**src/design/maf_pkg.sv**
```systemverilog
// Shared widths and defaults for the moving average filter.
package maf_pkg;

  localparam int SampleW      = 16;
  localparam int CfgW         = 6;
  localparam int CfgReset     = 20;
  localparam int DepthDefault = 32;

endpackage

```
**src/design/maf_sample_if.sv**
```systemverilog
// Input channel carrying one sample word.
interface maf_sample_if;
  logic                                 valid;
  logic                                 ready;
  logic signed [maf_pkg::SampleW-1:0]   sample;

  modport source (output valid, output sample, input ready);
  modport sink   (input valid, input sample, output ready);
endinterface

```
**src/design/maf_average_if.sv**
```systemverilog
// Result channel carrying one average word.
interface maf_average_if;
  logic                                 valid;
  logic                                 ready;
  logic signed [maf_pkg::SampleW-1:0]   average;

  modport source (output valid, output average, input ready);
  modport sink   (input valid, input average, output ready);
endinterface

```
**src/design/maf_cfg_if.sv**
```systemverilog
// Configuration write channel carrying the window size.
interface maf_cfg_if;
  logic                          valid;
  logic                          ready;
  logic [maf_pkg::CfgW-1:0]      window_size;

  modport source (output valid, output window_size, input ready);
  modport sink   (input valid, input window_size, output ready);
endinterface

```
**src/design/moving_average_filter.sv**
```systemverilog
// Sliding-window mean with ring store and bit-serial divide.
//
//  channel  dir  word                     handshake
//  in_ch    in   sample, 16 bit signed    valid/ready
//  out_ch   out  average, 16 bit signed   valid/ready
//  cfg_ch   in   window_size, 6 bit       valid/ready
//
// After its sample is taken, the average word passes S_READ (sum update), S_PREP
// and S_DIV, where the restoring divider yields one quotient bit a cycle, and
// is presented from S_DONE; the next sample is taken once the block is back in S_IDLE.
// One sample is in flight at a time; a finished word waits in the output register.
// Reset and every window_size write clear position, count and sum; the store
// is not cleared. A stalled output holds the block in its last step.
module moving_average_filter #(
  parameter int WINDOW_DEPTH = maf_pkg::DepthDefault
) (
  input  logic                 clk,
  input  logic                 rst_n,
  maf_sample_if.sink           in_ch,
  maf_average_if.source        out_ch,
  maf_cfg_if.sink              cfg_ch
);

  localparam int PW  = (WINDOW_DEPTH > 1) ? $clog2(WINDOW_DEPTH) : 1;
  localparam int CW  = $clog2(WINDOW_DEPTH + 1);
  localparam int SW  = maf_pkg::SampleW + PW;
  localparam int SCW = $clog2(SW);
  localparam int ResetSize = (maf_pkg::CfgReset == 0) ? 1 :
                             (maf_pkg::CfgReset > WINDOW_DEPTH) ? WINDOW_DEPTH :
                             maf_pkg::CfgReset;

  typedef enum logic [2:0] {S_IDLE, S_READ, S_PREP, S_DIV, S_DONE} state_t;

  state_t                           state_r, state_nxt;
  logic [CW-1:0]                    n_r, n_nxt;
  logic [CW-1:0]                    cnt_r, cnt_nxt;
  logic [PW-1:0]                    pos_r, pos_nxt;
  logic signed [SW-1:0]             sum_r, sum_nxt;
  logic [SCW-1:0]                   step_r, step_nxt;
  logic                             out_valid_r, out_valid_nxt;

  logic signed [maf_pkg::SampleW-1:0] sample_r;
  logic signed [maf_pkg::SampleW-1:0] rd_r;
  logic signed [maf_pkg::SampleW-1:0] avg_r;
  logic [SW-1:0]                    dq_r;
  logic [CW-1:0]                    rem_r;
  logic                             neg_r;

  logic signed [maf_pkg::SampleW-1:0] mem [WINDOW_DEPTH];

  logic                             in_acc;
  logic                             cfg_acc;
  logic                             full;
  logic                             load_out;
  logic [CW:0]                      trial;
  logic                             ge;
  logic [SW-1:0]                    quot;
  logic [CW-1:0]                    cfg_size;

  assign cfg_ch.ready = (state_r == S_IDLE);
  assign in_ch.ready  = (state_r == S_IDLE) && !cfg_ch.valid;
  assign in_acc       = in_ch.valid && in_ch.ready;
  assign cfg_acc      = cfg_ch.valid && cfg_ch.ready;
  assign full         = (cnt_r >= n_r);
  assign load_out     = (state_r == S_DONE) && (!out_valid_r || out_ch.ready);

  assign out_ch.valid   = out_valid_r;
  assign out_ch.average = avg_r;

  assign trial = {rem_r, dq_r[SW-1]};
  assign ge    = (trial >= {1'b0, cnt_r});
  assign quot  = neg_r ? (~dq_r + SW'(1)) : dq_r;

  always_comb begin
    if (cfg_ch.window_size == '0) begin
      cfg_size = CW'(1);
    end else if (32'(cfg_ch.window_size) > 32'(WINDOW_DEPTH)) begin
      cfg_size = CW'(WINDOW_DEPTH);
    end else begin
      cfg_size = CW'(cfg_ch.window_size);
    end
  end

  always_comb begin
    state_nxt     = state_r;
    n_nxt         = n_r;
    cnt_nxt       = cnt_r;
    pos_nxt       = pos_r;
    sum_nxt       = sum_r;
    step_nxt      = step_r;
    out_valid_nxt = out_valid_r;
    if (out_valid_r && out_ch.ready) begin
      out_valid_nxt = 1'b0;
    end
    case (state_r)
      S_IDLE: begin
        if (cfg_acc) begin
          n_nxt   = cfg_size;
          cnt_nxt = '0;
          pos_nxt = '0;
          sum_nxt = '0;
        end else if (in_acc) begin
          state_nxt = S_READ;
        end
      end
      S_READ: begin
        sum_nxt = sum_r + SW'(sample_r) - (full ? SW'(rd_r) : SW'(0));
        if (!full) begin
          cnt_nxt = cnt_r + CW'(1);
        end
        if (CW'(pos_r) + CW'(1) >= n_r) begin
          pos_nxt = '0;
        end else begin
          pos_nxt = pos_r + PW'(1);
        end
        state_nxt = S_PREP;
      end
      S_PREP: begin
        step_nxt  = SCW'(SW - 1);
        state_nxt = S_DIV;
      end
      S_DIV: begin
        step_nxt = step_r - SCW'(1);
        if (step_r == '0) begin
          state_nxt = S_DONE;
        end
      end
      S_DONE: begin
        if (load_out) begin
          out_valid_nxt = 1'b1;
          state_nxt     = S_IDLE;
        end
      end
      default: begin
        state_nxt = S_IDLE;
      end
    endcase
  end

  always_ff @(posedge clk) begin
    if (!rst_n) begin
      state_r     <= S_IDLE;
      n_r         <= CW'(ResetSize);
      cnt_r       <= '0;
      pos_r       <= '0;
      sum_r       <= '0;
      step_r      <= '0;
      out_valid_r <= 1'b0;
      avg_r       <= '0;
    end else begin
      state_r     <= state_nxt;
      n_r         <= n_nxt;
      cnt_r       <= cnt_nxt;
      pos_r       <= pos_nxt;
      sum_r       <= sum_nxt;
      step_r      <= step_nxt;
      out_valid_r <= out_valid_nxt;
      if (load_out) begin
        avg_r <= quot[maf_pkg::SampleW-1:0];
      end
    end
  end

  always_ff @(posedge clk) begin
    if (in_acc) begin
      sample_r <= in_ch.sample;
    end
    case (state_r)
      S_PREP: begin
        dq_r  <= sum_r[SW-1] ? SW'(-sum_r) : SW'(sum_r);
        neg_r <= sum_r[SW-1];
        rem_r <= '0;
      end
      S_DIV: begin
        dq_r  <= {dq_r[SW-2:0], ge};
        rem_r <= ge ? CW'(trial - {1'b0, cnt_r}) : CW'(trial);
      end
      default: begin
      end
    endcase
  end

  // ring store: read on acceptance, write back in the cycle after
  always_ff @(posedge clk) begin
    if (in_acc) begin
      rd_r <= mem[pos_r];
    end
    if (state_r == S_READ) begin
      mem[pos_r] <= sample_r;
    end
  end

  a_cnt_bound: assert property (@(posedge clk) disable iff (!rst_n)
    cnt_r <= n_r)
    else $error("fill count above window size");

  a_pos_bound: assert property (@(posedge clk) disable iff (!rst_n)
    CW'(pos_r) < n_r)
    else $error("write position outside window");

  a_div_nonzero: assert property (@(posedge clk) disable iff (!rst_n)
    (state_r == S_DIV) |-> (cnt_r != '0))
    else $error("divide by zero count");

  a_sample_to_div: assert property (@(posedge clk) disable iff (!rst_n)
    in_acc |=> ##2 (state_r == S_DIV))
    else $error("accepted word did not reach divider");

  a_out_after_done: assert property (@(posedge clk) disable iff (!rst_n)
    load_out |=> (out_valid_r && state_r == S_IDLE))
    else $error("result not presented after divide");

endmodule
```
**src/flat_wrapper.sv**
```systemverilog
// flat-port wrapper written by rule: the top's interface ports become plain ports
module moving_average_filter_flat 
#(
  parameter int WINDOW_DEPTH = maf_pkg::DepthDefault
)
  (clk, rst_n, in_ch_valid, in_ch_sample, in_ch_ready, out_ch_valid, out_ch_average, out_ch_ready, cfg_ch_valid, cfg_ch_window_size, cfg_ch_ready);
  maf_sample_if in_ch_i ();
  maf_average_if out_ch_i ();
  maf_cfg_if cfg_ch_i ();
  input  logic clk;
  input  logic rst_n;
  input wire logic [$bits(in_ch_i.valid)-1:0] in_ch_valid;
  input wire logic [$bits(in_ch_i.sample)-1:0] in_ch_sample;
  output wire logic [$bits(in_ch_i.ready)-1:0] in_ch_ready;
  output wire logic [$bits(out_ch_i.valid)-1:0] out_ch_valid;
  output wire logic [$bits(out_ch_i.average)-1:0] out_ch_average;
  input wire logic [$bits(out_ch_i.ready)-1:0] out_ch_ready;
  input wire logic [$bits(cfg_ch_i.valid)-1:0] cfg_ch_valid;
  input wire logic [$bits(cfg_ch_i.window_size)-1:0] cfg_ch_window_size;
  output wire logic [$bits(cfg_ch_i.ready)-1:0] cfg_ch_ready;
  assign in_ch_i.valid = in_ch_valid;
  assign in_ch_i.sample = in_ch_sample;
  assign in_ch_ready = in_ch_i.ready;
  assign out_ch_valid = out_ch_i.valid;
  assign out_ch_average = out_ch_i.average;
  assign out_ch_i.ready = out_ch_ready;
  assign cfg_ch_i.valid = cfg_ch_valid;
  assign cfg_ch_i.window_size = cfg_ch_window_size;
  assign cfg_ch_ready = cfg_ch_i.ready;
  moving_average_filter #(.WINDOW_DEPTH(WINDOW_DEPTH)) u_core (.clk(clk), .rst_n(rst_n), .in_ch(in_ch_i), .out_ch(out_ch_i), .cfg_ch(cfg_ch_i));
endmodule
```
**config.mk**
```make
export PLATFORM = sky130hd
export DESIGN_NAME = moving_average_filter_flat
export DESIGN_NICKNAME = d
export VERILOG_FILES = /design/src/design/maf_pkg.sv /design/src/design/maf_sample_if.sv /design/src/design/maf_average_if.sv /design/src/design/maf_cfg_if.sv /design/src/design/moving_average_filter.sv /design/src/flat_wrapper.sv
export SDC_FILE = /design/constraint.sdc
export NUM_CORES = 1
export LEC_CHECK = 0
export BUFFER_PORTS_ARGS = -buffer_cell sky130_fd_sc_hd__buf_2
export CORE_UTILIZATION = 50
export CTS_CLUSTER_SIZE = 16
export DETAILED_ROUTE_END_ITERATION = 8
export GPL_TIMING_DRIVEN = 0
export PLACE_DENSITY = 0.66
export SYNTH_ARGS = -nofsm -noshare
export SYNTH_HDL_FRONTEND = slang
export SYNTH_SLANG_ARGS = --single-unit
```
**constraint.sdc**
```tcl
create_clock -name clk -period 11.6 [get_ports clk]
set_input_delay 1.16 -clock clk [delete_from_list [all_inputs] [get_ports clk]]
set_output_delay 1.16 -clock clk [all_outputs]
set_load 0.05 [all_outputs]
```
==> impl_metrics.ini, run 1 <==
[critical_path]
r2r-end = u_core.sum_r[20]
crit_start = u_core.cnt_r[0]
slowest_stage = nor3_1
crit_arrival_ns = 5.88
critPathLaunchType = flip-flop
max_stage_delay_ns = 0.53
critPathCaptureType = flip-flop
cp_common_cell = inv_1
path_cells = inv_1 > ha_1 > nand2b_1 > a21o_1 > a21oi_1 > o21ai_1 > clkbuf_1 > clkbuf_1 > nand2_1 > inv_1 > fa_1 > inv_1 > ha_1 > nand3_1 > a2111oi_0 > o21ai_1 > and4b_1 > nor3_1 > o221a_2 > nor2_1
worst-setup-path-type = flip-flop to flip-flop
r2r_slack_ns = 6.22
worstPathMaxFanout = 10
r2r_start = u_core.cnt_r[0]
cp-endpoint = u_core.sum_r[20]
reg2reg_depth = 20
required_ns = 12.10

[cts]
cts.sinks = 635
post_cts_resized = 0
hold_buffers = 0
clkLatencyLatePin_ns = 0.62
cts_max_level = 3
cts_buffer_depth = 3
clk_pin_slew_worst_paths_ns = 0.06
cts_tree = done
cts_buffers = 68
post-cts-setup-buffers = 0
root_buffer = clkbuf_16

[synth]
syn-cell-area_mm2 = 0.0270
synth.top_cell.area_share_pct = 63.5
postSynthCellCount = 1660
ys.flop_type = edfxtp_1
synth_warnings = 0
ys_seq_area_share_pct = 68.2
async_flop_share_pct = 0
yosysUniqueCellTypes = 66
syn_avg_cell_area_um2 = 16.3
synth_fp_nets = 1757
ys_ff_latch = 635
synth_area_leaders = edfxtp_1 64%, mux4_2 11%, dfxtp_1 4.7%
synth_edf_count = 572
synth_top_area_cell = edfxtp_1

[timing]
slew_violations = 0
timing.slew.headroom_pct = 7.64
setup_viol = 0
rsz0062_at_grt = no
period_share_pct = 46.4
worstMarginPinSlew_ns = 1.39
fmax_mhz = 186
finClkSkew_ns = 0.0390
fin_crit_ns = 5.38
setup_tns_ns = 0
finalHoldViolCount = 0

[power]
combPwrFrac_pct = 8.9
switchingPower_uw = 1180
vdd_drop_max_mv = 0.152
power-per-cell-area_mw_per_mm2 = 162
clkPwrFrac_pct = 39.4
p_int_uw = 3810
total_power_uw = 4990
swShare_pct = 23.7
pwr-share-seq_pct = 51.7
p_leak_uw = 0.0103

[finish]
final-instance-count-excl-fill = 2540
finalNetCount = 1906
area_growth_pct = 13.6
final_layout_size_suffix_gt1_share_pct = 19.9
layout_commonest_cell = edfxtp_1
mostFrequentLayoutCells = 572 x edfxtp_1, 128 x mux4_2, 106 x inv_1
num_antenna_cells = 0

[placed_design]
gp_congestion = 0.905
dpl.hpwl_um = 43300
placed_cells = 2426
place.port_buffers = 45

[die]
initial_core_util_pct = 51.0
io_pins = 46
die_w_um = 235
die-area_mm2 = 0.0550
core_area_mm2 = 0.0530
fp.dieH_um = 235
rows = 84

[min_path]
hold_class = flip-flop to flip-flop

[drt]
drc = 0
firstDrtPassIters = 7
ant_nets = 0
routed-via-count = 15153
routed_wl_um = 64000
drt-initial-drc-count = 1340
wl_per_cell_um = 25.2
vias_per_cell = 5.97

[global_route]
first_global_vias = 15060
grt_max_degree = 35
grt_first_pass_wirelength_um = 94900
antenna_found_initial = 1
grt_overflow = 0
grt.total_usage_pct = 24.0

[run_status]
run_status = completed

[flow_run]
maxCapViolCount = 0
## cells by family (layout without fill, tap and decap cells)
group,count (synthesis),after routing,share of synthesized area (%)
buffers and inverters,187,379,2.69
xor gates and xnor gates,54,54,1.75
DFF,635,635,68.2
adders and majority gates,70,70,3.82
muxes,133,133,10.8
AOI/OAI and AO/OA,260,260,6.64
and+or+nand+nor,321,321,6.07
## state kept, by name (all words and copies together) (netlist names), 6 cells and up
signal / flops
u_core.rd_r: 16
u_core.rem_r: 6
u_core.dq_r: 21
u_core.out_ch.average: 16
u_core.sum_r: 21
u_core.sample_r: 16
u_core.n_r: 6
u_core.cnt_r: 6
u_core.mem: 512
## stage by stage
stage          util, %  cell area (um^2)  setup slack (ns)  hold WS, ns
4_1_cts           57.9             30700              6.25        0.471
3_3_place_gp      53.1             28100              6.37        0.456
6_report          58.0             30700              6.22        0.472
5_1_grt           58.0             30700              5.93        0.504
2_1_floorplan        -             27000              7.60        0.436
3_5_place_dp      54.2             28700              6.27        0.463
## cells in the mapped netlist, types with 23 or more instances
cell      instances
o21ai_1          23
and2_1           30
nand2_1          92
xnor2_1          34
a22oi_1          67
inv_1           106
o21ai_0          47
nor2_1           62
nand3_1          28
a21oi_1          32
ha_1             49
clkbuf_1         53
mux4_2          128
edfxtp_1        572
dfxtp_1          63
nand4_1          25
## worst min path at each step
stage / start / endpoint / slack [ns] / depth (start not counted)
final: u_core.sum_r[18] / u_core.sum_r[18] / 0.47 / 2
after global routing: u_core.sum_r[14] / u_core.sum_r[14] / 0.50 / 2
after CTS: u_core.sum_r[18] / u_core.sum_r[18] / 0.47 / 2
after detailed placement: u_core.sum_r[18] / u_core.sum_r[18] / 0.46 / 2
after global placement: u_core.sum_r[14] / u_core.sum_r[14] / 0.46 / 2
after floorplan: u_core.sum_r[18] / u_core.sum_r[18] / 0.44 / 2
## per-layer routing
metal / track usage (%) / routed length [um]
met1: 32.4 / 25800
met2: 39.4 / 31400
met3: 4.72 / 5150
met4: 7.14 / 1710
met5: 0 / 13
## critical path, delay by kind of cell (launching register included)
| kind | cells | cell delay [ns] |
|---|---|---|
| AOI/OAI and AO/OA | 6 | 1.44 |
| adders and majority gates | 3 | 1.04 |
| DFF | 1 | 0.48 |
| and+or+nand+nor | 6 | 1.21 |
| buffers and inverters | 5 | 1.08 |
## final cells by class
class | count | area, um^2
plain buffers | 80 | 325
clock buffers | 88 | 1790
clock inverters | 25 | 188
fillers | 4080 | 22300
inverters | 107 | 402
multi-input cells | 838 | 7960
flip-flops and latches | 635 | 18400
well taps | 688 | 861
repair buffers | 79 | 766
## power by group through the flow
stage	Sequential (uW)	Combinational, uW	Clock, uW
2_1_floorplan	2610	330	0
3_3_place_gp	2630	430	0
3_5_place_dp	2630	441	0
4_1_cts	2580	444	2000
5_1_grt	2580	492	2070
6_report	2580	443	1970
Power figures use the tool's default switching activity.
==> run 2, diff against run 1 <==
--- a/config.mk
+++ b/config.mk
@@ -5,12 +5,13 @@
 export SDC_FILE = /design/constraint.sdc
 export NUM_CORES = 1
 export LEC_CHECK = 0
+export ABC_AREA = 1
 export BUFFER_PORTS_ARGS = -buffer_cell sky130_fd_sc_hd__buf_2
 export CORE_UTILIZATION = 50
 export CTS_CLUSTER_SIZE = 16
 export DETAILED_ROUTE_END_ITERATION = 8
 export GPL_TIMING_DRIVEN = 0
-export PLACE_DENSITY = 0.66
+export PLACE_DENSITY = 0.68
 export SYNTH_ARGS = -nofsm -noshare
 export SYNTH_HDL_FRONTEND = slang
 export SYNTH_SLANG_ARGS = --single-unit
==> constraint.sdc (replaced) <==
create_clock -name clk -period 4.8 [get_ports clk]
set_input_delay 0.48 -clock clk [delete_from_list [all_inputs] [get_ports clk]]
set_output_delay 0.48 -clock clk [all_outputs]
set_load 0.05 [all_outputs]
==> run 2 against run 1 <==
  * The flow now finishes with violations (max-capacitance violations)
  * Area after synthesis increased by 3.7%
  * Clock power rose to 2.6 times the previous value
  * Die area increased by 3.6%
  * Utilization rose by 0.24 points
  * Register-to-register slack got worse by 5.5 ns
  * Critical endpoint is now u_core.sum_r[10]
  * Sequential share of layout area shrank 2.7 points
==> impl_metrics.ini, run 2 <==
[global_route]
antenna_found_initial = 0
grt_first_pass_wirelength_um = 122000
first_global_vias = 19525
grt_overflow = 0
grt.total_usage_pct = 29.1
grt_max_degree = 35

[run_status]
run_status = finished with violations
failed_checks = max-capacitance violations

[synth]
synth_top_area_cell = edfxtp_1
ys_top_cells_by_count = 572 x edfxtp_1, 414 x nor2_1, 314 x nand2_1
ys_ff_latch = 635
yosysMostFrequentCell = edfxtp_1
syn-cell-area_mm2 = 0.0280
ys_seq_area_share_pct = 65.8
yosysUniqueCellTypes = 44
postSynthCellCount = 2538
synth.top_cell.area_share_pct = 61.3
ys.flop_type = edfxtp_1
synth_warnings = 0
syn_avg_cell_area_um2 = 11.0
synth_area_leaders = edfxtp_1 61%, nor2_1 5.5%, dfxtp_1 4.5%
async_flop_share_pct = 0
synth_edf_count = 572
synth_fp_nets = 2635

[cts]
cts_buffer_depth = 3
clk_pin_slew_worst_paths_ns = 0.06
post_cts_resized = 0
cts.sinks = 635
hold_buffers = 0
cts_buffers = 67
post-cts-setup-buffers = 0
cts_tree = done
root_buffer = clkbuf_16
clkLatencyLatePin_ns = 0.63
cts_max_level = 3

[timing]
timing.slew.headroom_pct = 0.0922
fin_crit_ns = 4.10
setup_tns_ns = 0
finClkSkew_ns = 0.0361
finalHoldViolCount = 0
worstMarginPinSlew_ns = 1.50
period_share_pct = 85.5
setup_viol = 0
slew_violations = 0
whs_ns = 0.0345
fmax_mhz = 244
rsz0062_at_grt = no

[die]
die-area_mm2 = 0.0570
core_area_mm2 = 0.0552
die_w_um = 239
fp.dieH_um = 239
io_pins = 46
rows = 86
initial_core_util_pct = 50.8

[critical_path]
worstPathMaxFanout = 10
worst-setup-path-type = flip-flop to flip-flop
r2r_slack_ns = 0.70
r2r-end = u_core.sum_r[10]
crit_arrival_ns = 4.57
critPathLaunchType = flip-flop
required_ns = 5.27
reg2reg_depth = 19
critPathCaptureType = flip-flop
r2r_start = u_core.cnt_r[0]

[min_path]
whs_endpoint = u_core.sample_r[2]
worstHoldStart = in_ch_sample[2]
hold_class = primary input to flip-flop
hold_depth = 1

[drt]
routed_wl_um = 82200
drt-initial-drc-count = 2727
wl_per_cell_um = 23.6
drc = 0
firstDrtPassIters = 8
ant_nets = 0
routed-via-count = 20676
vias_per_cell = 5.93

[power]
vdd_drop_max_mv = 0.426
power-per-cell-area_mw_per_mm2 = 574
p_leak_uw = 0.0119

[finish]
top_regs = u_core.mem (512), u_core.dq_r (21), u_core.sum_r (21)
mostFrequentLayoutCells = 572 x edfxtp_1, 382 x nor2_1, 314 x nand2_1
regMostFlops = u_core.mem
finalNetCount = 2791
final_layout_size_suffix_gt1_share_pct = 11.1
largest_register_ffs = 512
num_antenna_cells = 0
layout_commonest_cell = edfxtp_1
area_growth_pct = 14.7
final-instance-count-excl-fill = 3489

[placed_design]
dpl.hpwl_um = 56900
place.port_buffers = 44
gp_congestion = 0.935
placed_cells = 3367

[flow_run]
maxCapViolCount = 1
==> run 2: changes by cell type after synthesis, sizes merged, moves of 52 or more <==
cell,before,now
o22ai,0,133
a22oi,67,0
a22o,0,52
nand2,92,314
inv,107,230
o21ai,72,314
nor2,62,419
mux4,128,0
==> run 2: worst max-delay path by stage <==
stage / endpoint / start / cells past startpoint
detailed placement: u_core.sum_r[10] / u_core.cnt_r[0] / 19
global placement: u_core.sample_r[6] / u_core.state_r[0] / 5
CTS: u_core.sum_r[10] / u_core.cnt_r[0] / 19
finish: u_core.sum_r[10] / u_core.cnt_r[0] / 19
global route: u_core.sum_r[10] / u_core.cnt_r[0] / 19
floorplan: u_core.rd_r[0] / u_core.state_r[0] / 5
==> run 2: where the power goes <==
group	total, uW	switching (uW)	internal [uW]
registers	7060	416	6640
logic	6350	4440	1910
clock network	5030	2170	2860
==> run 2: final cells by class <==
type,count,area (um^2)
clock inverters,39,365
plain buffers,120,559
clock buffers,77,1720
fillers,4500,23100
repair buffers,87,1010
multi-input cells,1552,8250
flip-flops and latches,635,18400
inverters,231,867
well taps,748,936
==> run 2: stage by stage <==
stage	worst slack, ns	util [%]	power (uW)	cell area [um^2]
6_report	0.697	58.2	18400	32100
5_1_grt	0.270	58.2	19400	32100
4_1_cts	0.643	57.9	18300	32000
3_5_place_dp	0.655	54.2	13300	29900
3_3_place_gp	-0.272	52.9	13100	29200
2_1_floorplan	1.02	-	11300	28000
==> run 2: cell families after synthesis <==
| family | share of synthesized area, % |
|---|---|
| simple gates | 12.2 |
| flops | 65.8 |
| compound gates | 12.5 |
| buf+inv | 5.09 |
| fa+ha+maj | 3.69 |
| xor+xnor | 0.750 |
==> run 2: routing by layer <==
layer | GRT usage [%] | vias up | part of all wire [%]
met1 | 38.9 | 9985 | 38
met5 | 0 | - | 0
li1 | - | 9258 | -
met4 | 14.3 | 0 | 5.0
met3 | 5.91 | 227 | 11
met2 | 45.4 | 1206 | 46
==> run 2: worst max-delay path: stages (launching register included) <==
cell	delay (ns)
dfxtp_1	0.47
inv_1	0.08
ha_1	0.29
inv_1	0.05
a21boi_0	0.06
o21ai_0	0.14
nand2_1	0.14
inv_1	0.19
buf_1	0.38
nor2_1	0.12
fa_1	0.50
inv_1	0.05
ha_1	0.36
nand2_1	0.14
inv_1	0.06
a21oi_1	0.25
nand3_1	0.20
or2_2	0.31
nand3_1	0.11
a21oi_1	0.08
==> run 3, diff against run 2 <==
--- a/config.mk
+++ b/config.mk
@@ -7,11 +7,12 @@
 export LEC_CHECK = 0
 export ABC_AREA = 1
 export BUFFER_PORTS_ARGS = -buffer_cell sky130_fd_sc_hd__buf_2
-export CORE_UTILIZATION = 50
+export CORE_UTILIZATION = 51
 export CTS_CLUSTER_SIZE = 16
 export DETAILED_ROUTE_END_ITERATION = 8
 export GPL_TIMING_DRIVEN = 0
-export PLACE_DENSITY = 0.68
+export PLACE_DENSITY = 0.69
+export SLEW_MARGIN = 20
 export SYNTH_ARGS = -nofsm -noshare
 export SYNTH_HDL_FRONTEND = slang
 export SYNTH_SLANG_ARGS = --single-unit
==> run 3 against run 2 <==
  * The run now ends clean
  * Design area about the same
  * First-iteration DRC count increased by 1.8%
  * Flip-flop and latch count unchanged
  * Combinational power increased by 2%
  * Critical path depth unchanged
==> impl_metrics.ini, run 3 (synthesis results as in run 2) <==
[run_status]
run_status = completed

[finish]
area_growth_pct = 14.6
stdcell_area_mm2 = 0.0321
mostFrequentLayoutCells = 572 x edfxtp_1, 382 x nor2_1, 313 x nand2_1
final-instance-count-excl-fill = 3436
finalNetCount = 2785
num_antenna_cells = 0
layout_commonest_cell = edfxtp_1
n_fill_cell = 4311
regMostFlops = u_core.mem
final_layout_size_suffix_gt1_share_pct = 10.9
top_regs = u_core.mem (512), u_core.dq_r (21), u_core.sum_r (21)
largest_register_ffs = 512

[drt]
drc = 0
vias_per_cell = 6.03
wl_per_cell_um = 23.9
drt-initial-drc-count = 2776
ant_nets = 0
routed-via-count = 20707
firstDrtPassIters = 5
routed_wl_um = 82100

[timing]
finalHoldViolCount = 0
fmax_mhz = 239
worstMarginPinSlew_ns = 1.08
finClkSkew_ns = 0.0392
slew_violations = 0
setup_viol = 0
timing.slew.headroom_pct = 27.6
rsz0062_at_grt = no
setup_tns_ns = 0
fin_crit_ns = 4.18
period_share_pct = 87.0

[cts]
cts_buffer_depth = 3
clkLatencyLatePin_ns = 0.63
cts_tree = done
root_buffer = clkbuf_16
cts_buffers = 66
hold_buffers = 0
cts.sinks = 635
cts_max_level = 3
clk_pin_slew_worst_paths_ns = 0.06
post_cts_resized = 0
post-cts-setup-buffers = 0

[flow_run]
maxCapViolCount = 0

[critical_path]
crit_arrival_ns = 4.63
critPathLaunchType = flip-flop
path_cells = inv_1 > ha_1 > inv_1 > a21boi_0 > o21ai_0 > nand2_1 > inv_1 > buf_1 > nor2_1 > fa_1 > inv_1 > ha_1 > nand2_1 > inv_1 > a21oi_1 > nand3_1 > or2_2 > nand3_1 > a21oi_1
slowest_stage = fa_1
crit_buf_inv = 6
worst-setup-path-type = flip-flop to flip-flop
critPathCaptureType = flip-flop
worstPathMaxFanout = 10
cp_common_cell = inv_1
required_ns = 5.26
max_stage_delay_ns = 0.49
cp_top_family = adder cells

[die]
fp.dieH_um = 236
core_area_mm2 = 0.0540
initial_core_util_pct = 51.9
die-area_mm2 = 0.0559
io_pins = 46
rows = 85
die_w_um = 236

[min_path]
hold_class = primary input to flip-flop

[global_route]
met2_usage_pct = 46.7
grt_max_degree = 35
met3_usage_pct = 5.82
grt_first_pass_wirelength_um = 122000
grt_overflow = 0
met1_usage_pct = 39.3
busiest_layer = met2
antenna_found_initial = 0
grt.total_usage_pct = 29.5
first_global_vias = 19835

[power]
pwr-share-seq_pct = 37.1
power-per-cell-area_mw_per_mm2 = 585
swShare_pct = 37.9
combPwrFrac_pct = 34.4
vdd_drop_max_mv = 0.354
clkPwrFrac_pct = 28.4
switchingPower_uw = 7120
p_int_uw = 11700
p_leak_uw = 0.0118

[placed_design]
dpl.hpwl_um = 56700
postPlaceCellArea_mm2 = 0.0298
place.port_buffers = 44
placed_cells = 3312
gp_congestion = 0.955
run 3: changes by cell type in the layout (fill, tap and decap cells not counted), sizes merged:
cell / before / now
bufinv: 5 / 9
buf: 151 / 146
clkinvlp: 0 / 3
inv: 235 / 232
run 3: final timing paths:
check             cells past startpoint  slack [ns]                  to             start
hold reg to reg                       1        0.46    u_core.step_r[0]  u_core.step_r[0]
setup / recovery                     19        0.62    u_core.sum_r[10]   u_core.cnt_r[0]
hold / removal                        1        0.03  u_core.sample_r[6]   in_ch_sample[6]
setup reg to reg                     19        0.62    u_core.sum_r[10]   u_core.cnt_r[0]
run 3: per-layer routing:
| metal | vias up | part of all wire [%] |
|---|---|---|
| met3 | 242 | 11 |
| met4 | 0 | 5.1 |
| met2 | 1243 | 46 |
| met5 | - | 0 |
| li1 | 9244 | - |
| met1 | 9978 | 39 |
run 3: worst register-to-register path: cells and delay by family, from the launching register on:
kind / cells / cell delay [ns]
compound gates: 4 / 0.55
fa+ha+maj: 3 / 1.15
buf+inv: 6 / 0.81
flops: 1 / 0.47
simple gates: 6 / 1.05
run 3: per-stage QoR:
stage	total power, uW	setup slack (ns)	utilization, %	hold WS, ns
after floorplan	11300	1.02	-	0.423
after global placement	13200	-0.175	53.9	0.442
after detailed placement	13400	0.628	55.1	0.455
after CTS	18700	0.578	59.3	0.000674
after global routing	19700	0.261	59.5	0.00626
final	18800	0.623	59.5	0.0269
run 3: power groups by stage:
stage	combinational [uW]	clock [uW]	sequential (uW)
3_5_place_dp	6270	0	7120
3_3_place_gp	5940	0	7220
4_1_cts	6310	5360	7000
6_report	6470	5340	6980
5_1_grt	7130	5560	7020
2_1_floorplan	4070	0	7190
run 3: area by class of cell:
class	instances	area [um^2]	area share [%]
flip-flops and latches	635	18400	57.4
multi-input cells	1552	8340	26.0
clock buffers	77	1740	5.40
well taps	696	871	2.71
inverters	231	867	2.70
repair buffers	82	781	2.43
plain buffers	120	559	1.74
clock inverters	43	532	1.66
